===== config.mk =====
export PLATFORM = sky130hd
export DESIGN_NAME = pooled_id_bitmap_allocator
export DESIGN_NICKNAME = d
export VERILOG_FILES = /design/src/hw/rtl/pidb_pkg.sv /design/src/hw/rtl/pidb_map_store.sv /design/src/hw/rtl/pooled_id_bitmap_allocator.sv
export SDC_FILE = /design/constraint.sdc
export NUM_CORES = 2
export LEC_CHECK = 0
export BUFFER_PORTS_ARGS = -buffer_cell sky130_fd_sc_hd__buf_4
export CORE_AREA = 2 2 438 440
export CTS_BUF_LIST = sky130_fd_sc_hd__clkbuf_16
export DETAILED_ROUTE_END_ITERATION = 8
export DIE_AREA = 0 0 440 442
export PLACE_DENSITY = 0.7
export SYNTH_ARGS = -nofsm -noshare
export SYNTH_HDL_FRONTEND = slang
export SYNTH_SLANG_ARGS = --single-unit

===== constraint.sdc =====
create_clock -name clk -period 7.7 [get_ports clk]
set_input_delay 2.31 -clock clk [delete_from_list [all_inputs] [get_ports clk]]
set_output_delay 2.31 -clock clk [all_outputs]
set_load 0.1 [all_outputs]

===== src/hw/rtl/pidb_pkg.sv =====
// ----------------------------------------------------------------------------
// pidb_pkg
// Shared types, codes and helpers for the pooled ID bitmap allocator.
// ----------------------------------------------------------------------------
package pidb_pkg;

    localparam int MAP_W  = 64;   // bits in one used-bitmap word
    localparam int ID_W   = 6;    // width of an ID
    localparam int POOL_W = 2;    // width of the pool selector
    localparam int DEV_W  = 3;    // width of the device field

    typedef logic [2:0]        status_t;
    typedef logic [MAP_W-1:0]  map_word_t;

    // Result codes
    localparam status_t ST_OK         = 3'd0;
    localparam status_t ST_BAD_DEVICE = 3'd1;
    localparam status_t ST_FULL       = 3'd2;
    localparam status_t ST_TASK_FULL  = 3'd3;
    localparam status_t ST_BAD_VALUE  = 3'd4;

    // Commands
    localparam logic CMD_ALLOC = 1'b0;
    localparam logic CMD_FREE  = 1'b1;

    // Pools
    localparam logic [POOL_W-1:0] POOL_STREAM     = 2'd0;
    localparam logic [POOL_W-1:0] POOL_EVENT      = 2'd1;
    localparam logic [POOL_W-1:0] POOL_TASK       = 2'd2;
    localparam logic [POOL_W-1:0] POOL_QUEUE_PAIR = 2'd3;

    // Read/write strobes toward the bitmap store
    typedef struct packed {
        logic rd_en;
        logic wr_en;
    } map_cmd_t;

    // Result of a lowest-set-bit search
    typedef struct packed {
        logic            found;
        logic [ID_W-1:0] idx;
    } first_hit_t;

    // Mask with the low n bits set
    function automatic map_word_t id_mask(input int n);
        map_word_t m;
        m = '0;
        for (int i = 0; i < MAP_W; i++) begin
            if (i < n) begin
                m[i] = 1'b1;
            end
        end
        return m;
    endfunction

    // Lowest set bit of a word
    function automatic first_hit_t find_first(input map_word_t vec);
        first_hit_t r;
        r = '0;
        for (int i = MAP_W - 1; i >= 0; i--) begin
            if (vec[i]) begin
                r.found = 1'b1;
                r.idx   = ID_W'(i);
            end
        end
        return r;
    endfunction

endpackage


===== src/hw/rtl/pidb_map_store.sv =====
// ----------------------------------------------------------------------------
// pidb_map_store
// Bitmap memory: one write port, one registered read port, per-entry valid
// bits so that entries never written read as all zero after reset.
// ----------------------------------------------------------------------------
module pidb_map_store #(
    parameter int AW = 5
) (
    input  logic                clk,
    input  logic                rst_n,
    input  pidb_pkg::map_cmd_t  cmd,
    input  logic [AW-1:0]       rd_addr,
    input  logic [AW-1:0]       wr_addr,
    input  pidb_pkg::map_word_t wr_data,
    output pidb_pkg::map_word_t rd_data
);
    import pidb_pkg::*;

    localparam int DEPTH = 1 << AW;

    map_word_t         mem [DEPTH];
    logic [DEPTH-1:0]  valid_reg;
    map_word_t         rd_data_reg;
    logic              rd_valid_reg;

    // Storage array, no reset
    always_ff @(posedge clk)
    begin
        if (cmd.wr_en)
        begin
            mem[wr_addr] <= wr_data;
        end
        if (cmd.rd_en)
        begin
            rd_data_reg <= mem[rd_addr];
        end
    end

    // Mark written entries; hold the valid flag of the last read
    always_ff @(posedge clk or negedge rst_n)
    begin
        if (!rst_n)
        begin
            valid_reg    <= '0;
            rd_valid_reg <= 1'b0;
        end
        else
        begin
            if (cmd.wr_en)
            begin
                valid_reg[wr_addr] <= 1'b1;
            end
            if (cmd.rd_en)
            begin
                rd_valid_reg <= valid_reg[rd_addr];
            end
        end
    end

    assign rd_data = rd_valid_reg ? rd_data_reg : '0;

endmodule


===== src/hw/rtl/pooled_id_bitmap_allocator.sv =====
// ----------------------------------------------------------------------------
// pooled_id_bitmap_allocator
// Hands out and takes back small IDs from four per-device pools.
// ----------------------------------------------------------------------------
// For each request word, the accept cycle reads the chosen device's
// used-bitmap from a single synchronous memory, and in the update state the
// block searches and updates that word and writes it back while loading the
// result register. A new request is taken only once that update is done; a
// stalled result holds the block in its update state until the result
// register frees up. The store holds one 64-bit word per (pool, device) pair;
// per-entry valid bits make every bitmap read as empty right after reset,
// so no clearing pass is needed. An allocate returns the lowest free ID of
// the pool; a full pool reports a pool-full code (a distinct one for the
// task pool), and a device at or above NUM_DEVICES reports an invalid
// device. A free checks device, ID range and that the ID is in use, and
// reports an invalid value otherwise.
// ----------------------------------------------------------------------------
module pooled_id_bitmap_allocator #(
    parameter int NUM_DEVICES    = 8,
    parameter int STREAM_IDS     = 64,
    parameter int EVENT_IDS      = 64,
    parameter int TASK_IDS       = 64,
    parameter int QUEUE_PAIR_IDS = 64
) (
    input  logic                          clk,
    input  logic                          rst_n,
    // request channel
    input  logic                          in_valid,
    output logic                          in_stall,
    input  logic                          command,
    input  logic [pidb_pkg::POOL_W-1:0]   pool,
    input  logic [pidb_pkg::DEV_W-1:0]    device,
    input  logic [pidb_pkg::ID_W-1:0]     slot_id,
    // result channel
    output logic                          out_valid,
    input  logic                          out_stall,
    output pidb_pkg::status_t             status,
    output logic [pidb_pkg::ID_W-1:0]     granted_id
);
    import pidb_pkg::*;

    // Address = {pool, device index}
    localparam int DEV_AW = (NUM_DEVICES > 1) ? $clog2(NUM_DEVICES) : 1;
    localparam int AW     = POOL_W + DEV_AW;

    // Valid-ID masks of each pool
    localparam map_word_t STREAM_MASK     = id_mask(STREAM_IDS);
    localparam map_word_t EVENT_MASK      = id_mask(EVENT_IDS);
    localparam map_word_t TASK_MASK       = id_mask(TASK_IDS);
    localparam map_word_t QUEUE_PAIR_MASK = id_mask(QUEUE_PAIR_IDS);

    typedef enum logic {
        S_IDLE,
        S_MODIFY
    } state_t;

    state_t              state_reg;
    logic                cmd_reg;
    logic [POOL_W-1:0]   pool_reg;
    logic [DEV_W-1:0]    dev_reg;
    logic [ID_W-1:0]     id_reg;
    logic                out_valid_reg;
    status_t             status_reg;
    logic [ID_W-1:0]     granted_reg;

    logic                accept;
    logic                fire;
    map_cmd_t            map_cmd;
    logic [AW-1:0]       rd_addr;
    logic [AW-1:0]       wr_addr;
    map_word_t           rd_word;
    map_word_t           wr_word;
    map_word_t           size_mask;
    first_hit_t          hit;
    logic                dev_ok;
    logic                do_write;
    status_t             status_next;
    logic [ID_W-1:0]     granted_next;

    // Take a request only when no word is being worked on
    assign in_stall = (state_reg != S_IDLE);
    assign accept   = in_valid && !in_stall;

    // Finish the update once the result register is free or being drained
    assign fire = (state_reg == S_MODIFY) && (!out_valid_reg || !out_stall);

    assign rd_addr = {pool, DEV_AW'(device)};
    assign wr_addr = {pool_reg, DEV_AW'(dev_reg)};

    // ------------------------------------------------------------------
    // Search and update of the word read in the accept cycle
    // ------------------------------------------------------------------
    always_comb
    begin
        case (pool_reg)
            POOL_STREAM:     size_mask = STREAM_MASK;
            POOL_EVENT:      size_mask = EVENT_MASK;
            POOL_TASK:       size_mask = TASK_MASK;
            POOL_QUEUE_PAIR: size_mask = QUEUE_PAIR_MASK;
            default:         size_mask = '0;
        endcase
    end

    assign dev_ok = (int'(dev_reg) < NUM_DEVICES);
    assign hit    = find_first(~rd_word & size_mask);

    always_comb
    begin
        do_write     = 1'b0;
        wr_word      = rd_word;
        status_next  = ST_OK;
        granted_next = '0;
        if (cmd_reg == CMD_ALLOC)
        begin
            if (!dev_ok)
            begin
                status_next = ST_BAD_DEVICE;
            end
            else if (hit.found)
            begin
                // claim the lowest free ID
                do_write        = 1'b1;
                wr_word[hit.idx] = 1'b1;
                granted_next    = hit.idx;
            end
            else
            begin
                // the task pool reports running out of memory
                status_next = (pool_reg == POOL_TASK) ? ST_TASK_FULL : ST_FULL;
            end
        end
        else
        begin
            // release only an in-range ID that is marked used
            if (dev_ok && size_mask[id_reg] && rd_word[id_reg])
            begin
                do_write        = 1'b1;
                wr_word[id_reg] = 1'b0;
            end
            else
            begin
                status_next = ST_BAD_VALUE;
            end
        end
    end

    assign map_cmd.rd_en = accept;
    assign map_cmd.wr_en = fire && do_write;

    pidb_map_store #(
        .AW (AW)
    ) u_map_store (
        .clk     (clk),
        .rst_n   (rst_n),
        .cmd     (map_cmd),
        .rd_addr (rd_addr),
        .wr_addr (wr_addr),
        .wr_data (wr_word),
        .rd_data (rd_word)
    );

    // ------------------------------------------------------------------
    // Request capture
    // ------------------------------------------------------------------
    always_ff @(posedge clk)
    begin
        if (accept)
        begin
            cmd_reg  <= command;
            pool_reg <= pool;
            dev_reg  <= device;
            id_reg   <= slot_id;
        end
    end

    // ------------------------------------------------------------------
    // Sequencer and result register
    // ------------------------------------------------------------------
    always_ff @(posedge clk or negedge rst_n)
    begin
        if (!rst_n)
        begin
            state_reg     <= S_IDLE;
            out_valid_reg <= 1'b0;
            status_reg    <= ST_OK;
            granted_reg   <= '0;
        end
        else
        begin
            case (state_reg)
                S_IDLE:
                begin
                    if (accept)
                    begin
                        state_reg <= S_MODIFY;
                    end
                end
                S_MODIFY:
                begin
                    if (fire)
                    begin
                        state_reg <= S_IDLE;
                    end
                end
                default:
                begin
                    state_reg <= S_IDLE;
                end
            endcase

            if (fire)
            begin
                out_valid_reg <= 1'b1;
                status_reg    <= status_next;
                granted_reg   <= granted_next;
            end
            else if (out_valid_reg && !out_stall)
            begin
                out_valid_reg <= 1'b0;
            end
        end
    end

    assign out_valid  = out_valid_reg;
    assign status     = status_reg;
    assign granted_id = granted_reg;

endmodule


==> results.py <==
metrics = {
    "critical_path": {
        "arrival_ps": 5660,
        "r2r-end": "u_map_store.mem[0][56]",
        "criticalPathCategory": "flop to flop",
        "required_ps": 8100,
        "end_kind": "flop",
        "crit_path_start_kind": "flop",
        "worst-path-max-fanout": 36,
        "reg2reg_slack_ps": 2440,
        "ff2ff_path_depth": 8,
        "r2r_start": "u_map_store.rd_valid_reg",
    },
    "timing": {
        "setup_viol": 0,
        "hold_slack_ps": 462.2,
        "fin_tns_setup_ps": 0,
        "max_freq_mhz": 190.0,
        "max_slew.worst_pin.slew_ps": 1360,
        "finClkSkew_ps": 85.54,
        "timing.final.crit_share": 0.6835,
        "slew_violations": 0,
        "final_hold_viol_count": 0,
        "min_period_ps": 5263,
        "rsz0062_at_grt": "false",
        "slew_headroom": 0.09309,
    },
    "drt": {
        "drc": 0,
        "wl_met2_um": 103500,
        "wirelength_um": 209400,
        "firstDrtPassIters": 8,
        "wl_met1_um": 83200,
        "initialDrtViolationCount": 5310,
        "num_vias": 40731,
        "top_layer_used": "met4",
        "wl_met3_um": 16020,
        "ant_nets": 0,
        "wl_per_cell_um": 32.19,
        "via_per_inst": 6.261,
    },
    "synthesis": {
        "ys.flop_type": "edfxtp_1",
        "syn-cell-area_mm2": 0.08477,
        "synth_cells": 3658,
        "synthArstFlopShare": 0.02030,
        "synth_cell_types": 74,
        "synth_fp_nets": 3674,
        "seq_area_frac_synth": 0.7654,
        "syn_avg_cell_area_um2": 23.17,
        "ys_ff_latch": 2168,
        "synth_edf_count": 2124,
        "synth_warnings": 0,
    },
    "cells_and_area": {
        "fillers": 14452,
        "multiInputGateArea_mm2": 0.01964,
        "regArea_mm2": 0.06488,
        "area_growth_pct": 13.05,
        "largest_register_ffs": 2048,
        "drive_above_1_share": 0.3198,
        "nets": 3838,
    },
    "clock_tree": {
        "cts_buffers": 206,
        "clkSinkCount": 2168,
        "cts_tree": "done",
        "cts-root-buf": "clkbuf_16",
        "worstSkewPairLatency_ps": 870,
        "ctsHoldBuffers": 0,
        "clk_pin_slew_ps": 70,
        "cts.htree.levels": 4,
        "cts_resized": 0,
        "post_cts_buffers": 0,
        "cts_buffer_depth": 3,
    },
    "power_and_ir_drop": {
        "vdd_drop_max_mv": 0.2071,
        "powerDensity_mw_per_mm2": 272.7,
        "p_leak_uw": 0.03018,
    },
    "min_path": {
        "worstHoldEndpoint": "u_map_store.valid_reg[15]",
        "hold_depth": 1,
        "min-delay-start": "u_map_store.valid_reg[15]",
        "min_path_type": "flop to flop",
    },
    "floorplanning": {
        "dieArea_mm2": 0.1945,
        "start_util": 0.4471,
        "fp.coreArea_mm2": 0.1896,
        "die_y_um": 442,
        "die_w_um": 440,
        "rows": 160,
        "ios": 27,
    },
    "status": {
        "outcome": "complete, no violations",
    },
    "global_route": {
        "grt_pass1_wl_um": 301900,
        "grt_overflow_total": 0,
        "grt_max_degree": 90,
        "antenna_found_initial": 2,
        "first_global_vias": 41306,
        "grt_usage": 0.2156,
    },
    "flow_run": {
        "maxCapViolations": 0,
    },
    "placed_design": {
        "io_buffer_count": 26,
        "dp_hpwl_um": 114800,
        "place.gp.congestion": 0.9571,
    },
}
[worst max-delay path: stages, from the launching register on]
cell	delay, ps
dfrtp_2	650
buf_4	440
nand3_1	230
nor3_1	710
nor3b_1	600
nand2_1	220
nor2_1	150
nand3_1	530
o21ai_2	1240
[routing by layer]
layer  vias to the layer above  track usage
li1                      16257            -
met1                     22147       0.2990
met2                      1967       0.3489
met3                       360      0.03701
met4                         0      0.07116
met5                         -            0
[power breakdown]
group / internal [µW] / switching, µW / leakage (µW)
Clock: 5530 / 4410 / 0.00343
Combinational: 692 / 1490 / 0.00663
Sequential: 13800 / 205 / 0.0201
[layout make-up]
class | instances | share of cell area
Timing Repair Buffer | 153 | 0.01504
Sequential cell | 2168 | 0.6771
Clock inverter | 171 | 0.01517
Tap cell | 2511 | 0.03278
Clock buffer | 208 | 0.05432
Inverter | 17 | 0.0006920
Antenna cell | 1 | 0.00002611
Multi-Input combinational cell | 1276 | 0.2049
[synth_stat cells, types with 19 or more instances]
cell type	count	area share
o21ai_0	60	0.0035
edfxtp_1	2124	0.75
buf_1	63	0.0028
mux2_2	68	0.0090
nand2_1	65	0.0029
mux4_2	650	0.17
o31ai_1	19	0.0017
nor2_1	26	0.0012
o211ai_1	57	0.0050
nand3_1	46	0.0027
dfrtp_1	44	0.013
clkbuf_1	118	0.0052
and3_1	22	0.0016
[placed cells by master (no fill, tap or decap), types with 6 or more instances in the layout]
cell type,netlist,layout
a21oi_1,11,11
a31o_2,17,17
a31oi_1,6,6
a41o_1,17,17
and3_1,22,6
and3_4,0,16
and4_1,8,7
buf_12,0,21
buf_4,4,127
bufinv_16,0,18
clkbuf_16,0,208
clkinv_1,0,50
clkinv_16,0,6
clkinv_2,0,34
clkinvlp_4,0,6
dfrtp_1,44,43
edfxtp_1,2124,2124
inv_1,16,63
mux2_2,68,68
mux2i_1,8,8
mux4_2,650,650
nand2_1,65,65
nand2b_1,18,18
nand3_1,46,46
nand4_1,12,12
nor2_1,26,26
nor2b_1,10,10
nor3_1,18,13
nor3_4,0,13
nor3b_1,8,7
nor4_1,8,8
o211ai_1,57,57
o21ai_0,60,22
o21ai_1,10,9
o21ai_2,0,39
o221ai_1,11,11
o31ai_4,1,12
or3_1,6,6
or4_1,6,6
[stage by stage]
step | worst slack, ps | area [µm²] | utilization | power [µW] | instances
floorplan | 75.42 | 84790 | - | 15520 | 3658
global placement | 2230 | 89170 | 0.4703 | 16330 | 6125
detailed placement | 2090 | 89170 | 0.4703 | 16420 | 6125
CTS | 2634 | 95830 | 0.5055 | 26230 | 6504
global route | 2167 | 95830 | 0.5055 | 26870 | 6505
finish | 2437 | 95830 | 0.5055 | 26130 | 6505
[worst max-delay path by stage]
stage	start	endpoint	slack, ps	cells past startpoint
floorplan	out_stall	u_map_store.mem[27][0]	80	4
CTS	u_map_store.rd_valid_reg	u_map_store.mem[1][56]	2630	8
global placement	out_stall	u_map_store.mem[4][37]	2230	6
global route	u_map_store.rd_valid_reg	u_map_store.mem[0][56]	2170	8
finish	u_map_store.rd_valid_reg	u_map_store.mem[0][56]	2440	8
detailed placement	out_stall	u_map_store.mem[4][32]	2090	6
[logic make-up (layout without fill, tap and decap cells)]
logic type,Yosys count,count (layout),synth area share
other,0,1,0
buffers and inverters,214,549,0.01005
AND/OR/NAND/NOR,280,280,0.01821
flip-flops,2168,2168,0.7654
AO/OA/AOI/OAI,268,268,0.02306
multiplexers,728,728,0.1833
Power figures use the tool's default switching activity.
